File: src/rtl/core/cleb_pkg.sv
// Shared constants for the cursor line edit buffer.
// Holds the line depth, derived widths and the decoded key codes; no dependencies.
package cleb_pkg;

  localparam int LINE_DEPTH = 64;
  localparam int ADDR_W     = $clog2(LINE_DEPTH);
  localparam int CNT_W      = ADDR_W + 1;

  localparam logic [7:0] KEY_LEFT  = 8'h3C;
  localparam logic [7:0] KEY_RIGHT = 8'h3E;
  localparam logic [7:0] KEY_DEL   = 8'h2D;

endpackage

File: src/rtl/core/cleb_ram.sv
// Generic single-clock RAM with one write port and one registered read port.
// Read data is registered: it appears in the cycle after a read enable and holds until the next read.
module cleb_ram #(
  parameter int DATA_W = 8,
  parameter int DEPTH  = 64
) (
  input  logic                     clk,
  input  logic                     we,
  input  logic [$clog2(DEPTH)-1:0] waddr,
  input  logic [DATA_W-1:0]        wdata,
  input  logic                     re,
  input  logic [$clog2(DEPTH)-1:0] raddr,
  output logic [DATA_W-1:0]        rdata
);

  logic [DATA_W-1:0] mem [DEPTH];

  always_ff @(posedge clk) begin
    if (we) begin
      mem[waddr] <= wdata;
    end
  end

  always_ff @(posedge clk) begin
    if (re) begin
      rdata <= mem[raddr];
    end
  end

endmodule

File: src/rtl/core/cursor_line_edit_buffer_top.sv
// Top level of the cursor line edit buffer: decode, gap buffer control and output register.
// Depends on cleb_pkg and cleb_ram.
//
// Usage: key words enter on the in_ channel. With in_tuser low, in_tdata is a keystroke:
// '<' and '>' move the cursor, '-' deletes before it, any other byte is inserted at it.
// With in_tuser high the word ends the line: its characters leave on the out_ channel in
// order, the final one with out_tlast high, and the line is cleared. An empty line gives
// one word with out_tdata zero and out_tuser[0] (empty) high. out_tuser[1] copies the
// sticky overflow flag, set when an insert finds the line store full.
// Sequence: an insert, a delete or an ignored key is handled in ST_IDLE; a cursor move reads
// the gap buffer memory in ST_IDLE, then writes the character back in ST_MOVE. Ending a line
// reads each character from the memory in ST_RD and then loads it into the output register
// in ST_LD, waiting while the output register is full; an empty line gives its word from
// ST_EMPTY. in_tready is low while a move or a line emission is under way.
// Reset clears the cursor counts, the overflow flag and the output valid flag; the line
// store itself is not cleared. When the receiver stalls, the output register holds its
// word and emission pauses; keystrokes are still taken while a final word waits.
module cursor_line_edit_buffer_top
  import cleb_pkg::*;
(
  input  logic       clk,
  input  logic       rst_n,
  input  logic       in_tvalid,
  output logic       in_tready,
  input  logic [7:0] in_tdata,   // [7:0] key_byte
  input  logic       in_tuser,   // [0] func
  output logic       out_tvalid,
  input  logic       out_tready,
  output logic [7:0] out_tdata,  // [7:0] out_char
  output logic       out_tlast,
  output logic [1:0] out_tuser   // [0] empty_res, [1] overflowed
);

  typedef enum logic [2:0] {
    ST_IDLE,
    ST_MOVE,
    ST_RD,
    ST_LD,
    ST_EMPTY
  } state_t;

  state_t            state_r, state_nxt;
  logic [CNT_W-1:0]  left_r, left_nxt;
  logic [CNT_W-1:0]  right_r, right_nxt;
  logic              ovf_r, ovf_nxt;
  logic [ADDR_W-1:0] dst_r, dst_nxt;
  logic [CNT_W-1:0]  idx_r, idx_nxt;
  logic [CNT_W-1:0]  total_r, total_nxt;
  logic [CNT_W-1:0]  gap_r, gap_nxt;
  logic              out_valid_r, out_valid_nxt;
  logic [7:0]        out_char_r, out_char_nxt;
  logic              out_last_r, out_last_nxt;
  logic              out_empty_r, out_empty_nxt;
  logic              out_ovf_r, out_ovf_nxt;

  logic              ram_we;
  logic [ADDR_W-1:0] ram_waddr;
  logic [7:0]        ram_wdata;
  logic              ram_re;
  logic [ADDR_W-1:0] ram_raddr;
  logic [7:0]        ram_rdata;

  logic [CNT_W-1:0]  sum;
  logic [CNT_W-1:0]  rd_idx;
  logic              out_free;
  logic              is_last;

  cleb_ram #(
    .DATA_W(8),
    .DEPTH (LINE_DEPTH)
  ) u_ram (
    .clk  (clk),
    .we   (ram_we),
    .waddr(ram_waddr),
    .wdata(ram_wdata),
    .re   (ram_re),
    .raddr(ram_raddr),
    .rdata(ram_rdata)
  );

  assign in_tready  = (state_r == ST_IDLE);
  assign out_tvalid = out_valid_r;
  assign out_tdata  = out_char_r;
  assign out_tlast  = out_last_r;
  assign out_tuser  = {out_ovf_r, out_empty_r};

  assign sum      = left_r + right_r;
  assign out_free = !out_valid_r || out_tready;
  assign rd_idx   = (idx_r < left_r) ? idx_r : idx_r + gap_r;
  assign is_last  = ((idx_r + CNT_W'(1)) == total_r);

  always_comb begin
    state_nxt     = state_r;
    left_nxt      = left_r;
    right_nxt     = right_r;
    ovf_nxt       = ovf_r;
    dst_nxt       = dst_r;
    idx_nxt       = idx_r;
    total_nxt     = total_r;
    gap_nxt       = gap_r;
    out_valid_nxt = out_valid_r && !out_tready;
    out_char_nxt  = out_char_r;
    out_last_nxt  = out_last_r;
    out_empty_nxt = out_empty_r;
    out_ovf_nxt   = out_ovf_r;
    ram_we        = 1'b0;
    ram_waddr     = left_r[ADDR_W-1:0];
    ram_wdata     = in_tdata;
    ram_re        = 1'b0;
    ram_raddr     = rd_idx[ADDR_W-1:0];

    case (state_r)
      ST_IDLE: begin
        if (in_tvalid) begin
          if (in_tuser) begin
            if (sum == '0) begin
              state_nxt = ST_EMPTY;
            end else begin
              total_nxt = sum;
              gap_nxt   = CNT_W'(LINE_DEPTH) - sum;
              idx_nxt   = '0;
              state_nxt = ST_RD;
            end
          end else if (in_tdata == KEY_LEFT) begin
            if (left_r != '0) begin
              ram_re    = 1'b1;
              ram_raddr = ADDR_W'(left_r - CNT_W'(1));
              dst_nxt   = ADDR_W'(CNT_W'(LINE_DEPTH - 1) - right_r);
              left_nxt  = left_r - CNT_W'(1);
              right_nxt = right_r + CNT_W'(1);
              state_nxt = ST_MOVE;
            end
          end else if (in_tdata == KEY_RIGHT) begin
            if (right_r != '0) begin
              ram_re    = 1'b1;
              ram_raddr = ADDR_W'(CNT_W'(LINE_DEPTH) - right_r);
              dst_nxt   = left_r[ADDR_W-1:0];
              left_nxt  = left_r + CNT_W'(1);
              right_nxt = right_r - CNT_W'(1);
              state_nxt = ST_MOVE;
            end
          end else if (in_tdata == KEY_DEL) begin
            if (left_r != '0) begin
              left_nxt = left_r - CNT_W'(1);
            end
          end else begin
            if (sum < CNT_W'(LINE_DEPTH)) begin
              ram_we   = 1'b1;
              left_nxt = left_r + CNT_W'(1);
            end else begin
              ovf_nxt = 1'b1;
            end
          end
        end
      end
      ST_MOVE: begin
        ram_we    = 1'b1;
        ram_waddr = dst_r;
        ram_wdata = ram_rdata;
        state_nxt = ST_IDLE;
      end
      ST_RD: begin
        ram_re    = 1'b1;
        state_nxt = ST_LD;
      end
      ST_LD: begin
        if (out_free) begin
          out_valid_nxt = 1'b1;
          out_char_nxt  = ram_rdata;
          out_last_nxt  = is_last;
          out_empty_nxt = 1'b0;
          out_ovf_nxt   = ovf_r;
          if (is_last) begin
            left_nxt  = '0;
            right_nxt = '0;
            state_nxt = ST_IDLE;
          end else begin
            idx_nxt   = idx_r + CNT_W'(1);
            state_nxt = ST_RD;
          end
        end
      end
      ST_EMPTY: begin
        if (out_free) begin
          out_valid_nxt = 1'b1;
          out_char_nxt  = '0;
          out_last_nxt  = 1'b1;
          out_empty_nxt = 1'b1;
          out_ovf_nxt   = ovf_r;
          state_nxt     = ST_IDLE;
        end
      end
      default: begin
        state_nxt = ST_IDLE;
      end
    endcase
  end

  always_ff @(posedge clk) begin
    if (!rst_n) begin
      state_r     <= ST_IDLE;
      left_r      <= '0;
      right_r     <= '0;
      ovf_r       <= 1'b0;
      out_valid_r <= 1'b0;
    end else begin
      state_r     <= state_nxt;
      left_r      <= left_nxt;
      right_r     <= right_nxt;
      ovf_r       <= ovf_nxt;
      out_valid_r <= out_valid_nxt;
    end
    dst_r       <= dst_nxt;
    idx_r       <= idx_nxt;
    total_r     <= total_nxt;
    gap_r       <= gap_nxt;
    out_char_r  <= out_char_nxt;
    out_last_r  <= out_last_nxt;
    out_empty_r <= out_empty_nxt;
    out_ovf_r   <= out_ovf_nxt;
  end

endmodule
File: config.mk
export PLATFORM = sky130hd
export DESIGN_NAME = cursor_line_edit_buffer_top
export DESIGN_NICKNAME = d
export VERILOG_FILES = /design/src/rtl/core/cleb_pkg.sv /design/src/rtl/core/cleb_ram.sv /design/src/rtl/core/cursor_line_edit_buffer_top.sv
export SDC_FILE = /design/constraint.sdc
export NUM_CORES = 1
export LEC_CHECK = 0
export BUFFER_PORTS_ARGS = -buffer_cell sky130_fd_sc_hd__buf_2
export CAP_MARGIN = 15
export CORE_ASPECT_RATIO = 1.1
export CORE_MARGIN = 2
export CORE_UTILIZATION = 50
export DETAILED_ROUTE_END_ITERATION = 10
export PLACE_DENSITY = 0.7
export SLEW_MARGIN = 10
export SYNTH_ARGS = -nofsm -noshare
export SYNTH_HDL_FRONTEND = slang
export SYNTH_SLANG_ARGS = --single-unit
File: constraint.sdc
create_clock -name clk -period 4.86 [get_ports clk]
set_clock_uncertainty 0.2 [all_clocks]
set_input_delay 0.243 -clock clk [delete_from_list [all_inputs] [get_ports clk]]
set_output_delay 0.243 -clock clk [all_outputs]
set_load 0.05 [all_outputs]
==> results.py, run 1 <==
metrics = {
    "finish": {
        "final_core_utilization": 0.577,
        "drive_gt1_frac": 0.145,
        "final.fill_count": 3874,
        "nNetsFinal": 2010,
        "n_antenna_cell": 0,
        "areaGrowthSynthToFinish_pct": 13.5,
    },
    "timing": {
        "clock.fmax_ghz": 0.211,
        "fin_crit_sh": 0.977,
        "fin_setup_tns_ns": 0,
        "grt_setup_unrepaired": "yes",
        "setup_viol": 0,
        "fin_crit_ns": 4.75,
        "hold_viol": 0,
        "tightest_slew_ns": 0.987,
        "hold_ws_ns": 0.123,
        "slew_viol_final": 0,
        "setup_ws_ns": 0.111,
        "slew_headroom": 0.336,
    },
    "pwr": {
        "finalPower_uw": 16700,
        "p_per_area_mw_per_mm2": 589,
        "p_leak_uw": 0.00977,
        "ir_worst_vdd_mv": 0.352,
    },
    "synth": {
        "synth_edf_count": 556,
        "synth_top_family_by_area": "simple AND/OR/NAND/NOR gates",
        "synth-simple-area-share": 0.122,
        "synth_area_leaders": "edfxtp_1 (67%), nand2_1 (4.4%), mux2i_1 (4.2%), nand3_1 (2.7%), nor2_1 (1.7%)",
        "synth_compound_area_frac": 0.0835,
        "synth.distinct_cells": 86,
        "yosysSeqAreaShare": 0.683,
        "syn_inst": 1848,
        "netlist_area_mm2": 0.0250,
        "synthMuxAreaShare": 0.0583,
        "ys_warn_count": 0,
        "synth-xor-area-share": 0.0126,
        "yosys.area.top_type_share": 0.668,
        "synth_fa_ha_area_frac": 0.0159,
        "synth_top_area_cell": "edfxtp_1",
        "synth.ff_latch_count": 575,
        "synth_flop_cell": "edfxtp_1",
        "postSynth.asyncResetShare": 0,
        "syn_area_per_cell_um2": 13.5,
        "syn_nets": 1891,
    },
    "cts": {
        "cts_tree": "yes",
        "clock-sinks": 575,
        "htreeDepth": 2,
        "clock_tree.root_cell": "clkbuf_16",
        "cts-buffers-inserted": 57,
        "clk_latency_ns": 0.64,
        "clk_pin_slew_worst_paths_ns": 0.06,
        "clockBufferDepth": 3,
    },
    "drt": {
        "wire_per_inst_um": 25.6,
        "dr.pass1.iters": 5,
        "vias": 16431,
        "drc": 0,
        "ant_nets": 0,
        "wirelength_um": 68100,
        "vias_per_cell": 6.17,
        "drt_iter0_drc": 2256,
    },
    "die": {
        "ios": 26,
        "initial_core_util": 0.509,
        "rows": 85,
        "die_x_um": 217,
        "core_area_mm2": 0.0491,
        "die-area_mm2": 0.0518,
        "die_y_um": 238,
    },
    "grt": {
        "grt_max_degree": 65,
        "track_usage": 0.266,
        "grt_pass1_wl_um": 102000,
        "grt_pass1_vias": 16040,
        "overflow": 0,
        "antenna_found_initial": 0,
    },
    "outcome": {
        "outcome": "finished, final reports clean",
    },
    "placement": {
        "gp_congestion": 0.964,
        "place_hpwl_um": 45300,
        "place_ws_ns": 0.123,
        "io_buffers": 25,
    },
    "worst_setup_path": {
        "cp.arrival_ns": 4.82,
        "start_kind": "flop",
        "crit_type": "reg2reg",
        "crit_fanout": 11,
        "endpoint_kind": "flop",
        "worst_ep_required_time_ns": 4.93,
    },
    "worst_hold_path": {
        "hp-class": "in2reg",
    },
    "flow_run": {
        "max_cap_violations": 0,
    },
}
timing repair:
item / in CTS / in global routing
setup buffers: 0 / 4
gates resized for setup: 0 / 7
setup endpoints to repair: 0 / 110
hold buffers: 6 / 0
endpoints found under the hold margin: 14 / 0
layout make-up:
type	instances	area [um^2]	area share
well taps	652	816	0.0288
multi-input cells	1159	7370	0.260
flip-flops and latches	575	17100	0.602
clock buffers	67	1490	0.0524
repair buffers	147	1160	0.0408
inverters	27	104	0.00366
clock inverters	36	348	0.0123
where the power goes:
| group | total [uW] | switching (uW) | internal, uW |
|---|---|---|---|
| Clock | 4340 | 1880 | 2450 |
| Sequential | 6050 | 129 | 5920 |
| Combinational | 6310 | 4260 | 2050 |
final timing paths:
check                    from               end  slack [ns]  depth (start not counted)
setup / recovery    left_r[2]  u_ram.mem[37][1]        0.11                         12
hold / removal    in_tdata[7]          dst_r[0]        0.12                          4
hold reg to reg         ovf_r         out_ovf_r        0.27                          0
setup reg to reg    left_r[2]  u_ram.mem[37][1]        0.11                         12
cells in the mapped netlist, types with 4 or more instances:
| library cell | instances |
|---|---|
| and2_1 | 6 |
| o2111ai_1 | 6 |
| or4_1 | 5 |
| a211oi_1 | 13 |
| o22ai_1 | 4 |
| a221oi_1 | 14 |
| buf_4 | 18 |
| o211ai_1 | 12 |
| and3_1 | 9 |
| clkbuf_1 | 23 |
| nand4_1 | 15 |
| inv_1 | 25 |
| nor4_1 | 5 |
| xor2_1 | 14 |
| o31ai_1 | 10 |
| dfxtp_1 | 19 |
| nand2b_1 | 12 |
| nand3_1 | 137 |
| mux4_2 | 4 |
| buf_2 | 40 |
| nor3b_1 | 4 |
| a31oi_1 | 20 |
| a21boi_0 | 7 |
| nor2_1 | 112 |
| a21oi_1 | 57 |
| a41o_1 | 4 |
| a22oi_1 | 19 |
| a2111oi_1 | 4 |
| edfxtp_1 | 556 |
| a2111oi_0 | 4 |
| ha_1 | 27 |
| nor2b_1 | 23 |
| a21o_1 | 14 |
| mux2i_1 | 105 |
| o221ai_1 | 12 |
| nand3b_1 | 6 |
| o21ai_0 | 46 |
| nand2_1 | 290 |
| nor3_1 | 20 |
| o2bb2ai_1 | 4 |
| mux2_2 | 28 |
| xnor2_1 | 22 |
per-stage QoR:
stage | cells | instance area [um^2]
global route | 2663 | 28400
finish | 2663 | 28400
detailed placement | 2550 | 26400
CTS | 2659 | 28300
global placement | 2550 | 26400
floorplan | 1848 | 25000
sequential cells by signal, summed over array words and instances (netlist names), 3 cells and up:
signal and flops:
u_ram.mem 512, out_tdata 8, left_r 7, idx_r 7
u_ram.rdata 8, gap_r 5, right_r 7, state_r 3
total_r 7, dst_r 6
critical path, cell delays in order, from the launching register on:
cell	delay (ns)
dfxtp_1	0.63
ha_1	0.35
nor2b_1	0.14
o21ai_0	0.19
a21boi_0	0.15
o21ai_0	0.21
nand2b_1	0.11
xnor2_1	0.29
nand2_1	0.17
a2111oi_0	0.52
buf_4	0.22
nand2_1	0.49
nor2_1	0.74
routing by layer:
metal / track usage / routed length (um)
met5: 0 / 0
met3: 0.0482 / 6690
met1: 0.365 / 26900
met2: 0.414 / 31100
met4: 0.124 / 3380
kinds of logic (layout without fill, tap and decap cells):
group | Yosys count | in the layout
mux | 137 | 137
xor+xnor | 36 | 36
simple gates | 666 | 666
compound gates | 290 | 290
flops | 575 | 575
buf+inv | 114 | 277
fa+ha+maj | 30 | 30
cells in the final DEF, fill, tap and decap left out, types with 9 or more instances in the layout:
| cell type | n |
|---|---|
| nor2b_1 | 23 |
| dfxtp_1 | 19 |
| inv_1 | 25 |
| nand2b_1 | 12 |
| o211ai_1 | 12 |
| and3_1 | 9 |
| clkbuf_1 | 9 |
| nand3_1 | 137 |
| o21ai_0 | 46 |
| edfxtp_1 | 556 |
| nand4_1 | 15 |
| clkinv_1 | 11 |
| xnor2_1 | 22 |
| buf_4 | 108 |
| mux2_2 | 28 |
| a221oi_1 | 14 |
| a21o_1 | 14 |
| a211oi_1 | 12 |
| nor2_1 | 108 |
| nor3_1 | 19 |
| ha_1 | 27 |
| a22oi_1 | 19 |
| clkbuf_16 | 58 |
| o221ai_1 | 12 |
| xor2_1 | 14 |
| a31oi_1 | 20 |
| a21oi_1 | 57 |
| buf_2 | 25 |
| nand2_1 | 288 |
| clkinv_2 | 15 |
| o31ai_1 | 10 |
| mux2i_1 | 105 |
Power figures use the tool's default switching activity.
==> run 2, diff against run 1 <==
- PLACE_DENSITY: 0.7 -> 0.65
==> run 2 against run 1 <==
  * Register-to-register slack improved by 0.11 ns
  * Sequential share of layout area increased by 0.32 points
  * Die area unchanged
  * Power decreased by 1.1%
  * Sequential power about the same
  * Worst hold slack got worse by 0.068 ns
  * First-iteration DRC count decreased by 13%
  * Worst setup slack improved by 0.11 ns
  * Sequential cell count unchanged
  * Wire length decreased by 1.8%
  * Largest power group unchanged
  * Highest routed layer unchanged
==> results.py, run 2 (synthesized netlist as in run 1, its figures left out) <==
metrics = {
    "grt": {
        "grt_max_degree": 84,
        "grt_pass1_vias": 15674,
        "overflow": 0,
        "grt_pass1_wl_um": 99300,
        "track_usage": 0.260,
        "antenna_found_initial": 0,
    },
    "pwr": {
        "p_leak_uw": 0.00962,
        "p_int_uw": 10300,
        "pwr-share-comb": 0.372,
        "p_seq_frac": 0.366,
        "p_sw_frac": 0.376,
        "finalPower_uw": 16500,
        "p_per_area_mw_per_mm2": 586,
        "clkPwrFrac": 0.262,
        "p_switching_uw": 6220,
        "ir_worst_vdd_mv": 0.394,
    },
    "drt": {
        "drc": 0,
        "drt_iter0_drc": 1959,
        "dr.pass1.iters": 6,
        "ant_nets": 0,
        "vias_per_cell": 6.12,
        "vias": 16169,
        "routed.top_layer": "met4",
        "wire_per_inst_um": 25.3,
        "wl_met1_um": 27300,
        "routed-wl-met2_um": 31500,
        "wl_met3_um": 5550,
        "wirelength_um": 66900,
    },
    "finish": {
        "n_antenna_cell": 0,
        "drive_gt1_frac": 0.146,
        "areaGrowthSynthToFinish_pct": 12.9,
        "layout_commonest_cell": "edfxtp_1",
        "largest_register_ffs": 512,
        "final.fill_count": 3916,
        "nNetsFinal": 1986,
        "layout_common_cells": "edfxtp_1 (556), nand2_1 (285), nand3_1 (137)",
        "regMostFlops": "u_ram.mem",
    },
    "timing": {
        "clock.fmax_ghz": 0.216,
        "fin_crit_sh": 0.954,
        "hold_viol": 0,
        "grt_setup_unrepaired": "yes",
        "tightest_slew_ns": 1.08,
        "fin_crit_ns": 4.64,
        "setup_viol": 0,
        "slew_viol_final": 0,
        "slew_headroom": 0.278,
        "hold_ws_ns": 0.0552,
    },
    "cts": {
        "cts-buffers-inserted": 57,
        "clockBufferDepth": 3,
        "clock_tree.root_cell": "clkbuf_16",
        "cts_tree": "yes",
        "clk_latency_ns": 0.64,
        "htreeDepth": 2,
        "clock-sinks": 575,
        "clk_pin_slew_worst_paths_ns": 0.06,
    },
    "worst_setup_path": {
        "crit_fanout": 13,
        "rr_startpoint": "left_r[0]",
        "slowest_delay_ns": 0.49,
        "critPathLaunch": "left_r[0]",
        "endpoint_kind": "flop",
        "crit_buf_inv": 2,
        "cpMostUsedCell": "a31oi_1",
        "path_cells": "inv_1 -> ha_1 -> nor3b_4 -> nand2_2 -> o2111ai_4 -> inv_4 -> o31a_2 -> a211oi_2 -> nand2_1 -> o221ai_1 -> a31oi_1 -> a31oi_1 -> o2bb2ai_1",
        "worst_ep_required_time_ns": 5.15,
        "crit_type": "reg2reg",
        "start_kind": "flop",
        "cp.arrival_ns": 4.93,
        "slowest_stage": "o221ai_1",
        "critPathTopFamily": "compound AO/OA/AOI/OAI gates",
    },
    "die": {
        "ios": 26,
        "core_area_mm2": 0.0491,
        "initial_core_util": 0.509,
        "die_y_um": 238,
        "rows": 85,
        "die-area_mm2": 0.0518,
        "die_x_um": 217,
    },
    "placement": {
        "gp_congestion": 0.954,
        "place_hpwl_um": 45200,
        "io_buffers": 25,
    },
    "worst_hold_path": {
        "timing.hold.worst.start": "in_tdata[5]",
        "hp-class": "in2reg",
    },
    "outcome": {
        "outcome": "finished, final reports clean",
    },
    "flow_run": {
        "max_cap_violations": 0,
    },
}
run 2: cell count changes in the layout (fill, tap and decap cells not counted), moves of 3 or more:
cell | previous run | this run
nor2_1 | 108 | 90
buf_4 | 108 | 88
buf_12 | 8 | 5
clkbuf_1 | 9 | 14
nand2_2 | 2 | 5
clkinv_2 | 15 | 11
nand2_1 | 288 | 285
nor2_2 | 5 | 22
run 2: layout make-up:
type                    count  area (um^2)  area share
well taps                 652          816      0.0289
clock inverters            36          339      0.0120
repair buffers            123          936      0.0332
clock buffers              72         1500      0.0533
multi-input cells        1159         7430       0.263
inverters                  27          104     0.00368
flip-flops and latches    575        17100       0.605
run 2: what timing repair did:
action | 4_1_cts | 5_1_grt
hold buffers | 5 | 0
endpoints found under the setup margin | 0 | 263
setup buffers | 0 | 0
endpoints found under the hold margin | 14 | 0
gates resized for setup | 0 | 29
run 2: path summary, 6_finish.rpt:
path	end	slack [ns]	cells past startpoint
min	u_ram.mem[3][5]	0.06	2
max reg2reg	u_ram.rdata[2]	0.22	13
min reg2reg	out_ovf_r	0.26	0
max	u_ram.rdata[2]	0.22	13
run 2: per-stage QoR:
step / setup WS [ns] / utilization / instance area, um^2 / std cells / setup TNS [ns]
finish: 0.224 / 0.574 / 28200 / 2644 / 0
global route: -0.140 / 0.574 / 28200 / 2644 / -3.09
detailed placement: 0.174 / 0.534 / 26200 / 2531 / 0
global placement: 0.274 / 0.534 / 26200 / 2531 / 0
CTS: 0.202 / 0.572 / 28100 / 2644 / 0
floorplan: 0.736 / - / 25000 / 1848 / 0
run 2: layer usage:
| metal | vias up | track usage |
|---|---|---|
| li1 | 7210 | - |
| met5 | - | 0 |
| met1 | 8007 | 0.358 |
| met2 | 803 | 0.419 |
| met3 | 149 | 0.0418 |
| met4 | 0 | 0.0946 |
run 2: power by group through the flow:
stage	combinational (uW)	sequential [uW]	clock, uW
after floorplan	3920	6130	0
after CTS	6030	6040	4380
after global routing	6510	6060	4570
after detailed placement	6010	6150	0
after global placement	5940	6150	0
final	6150	6050	4330
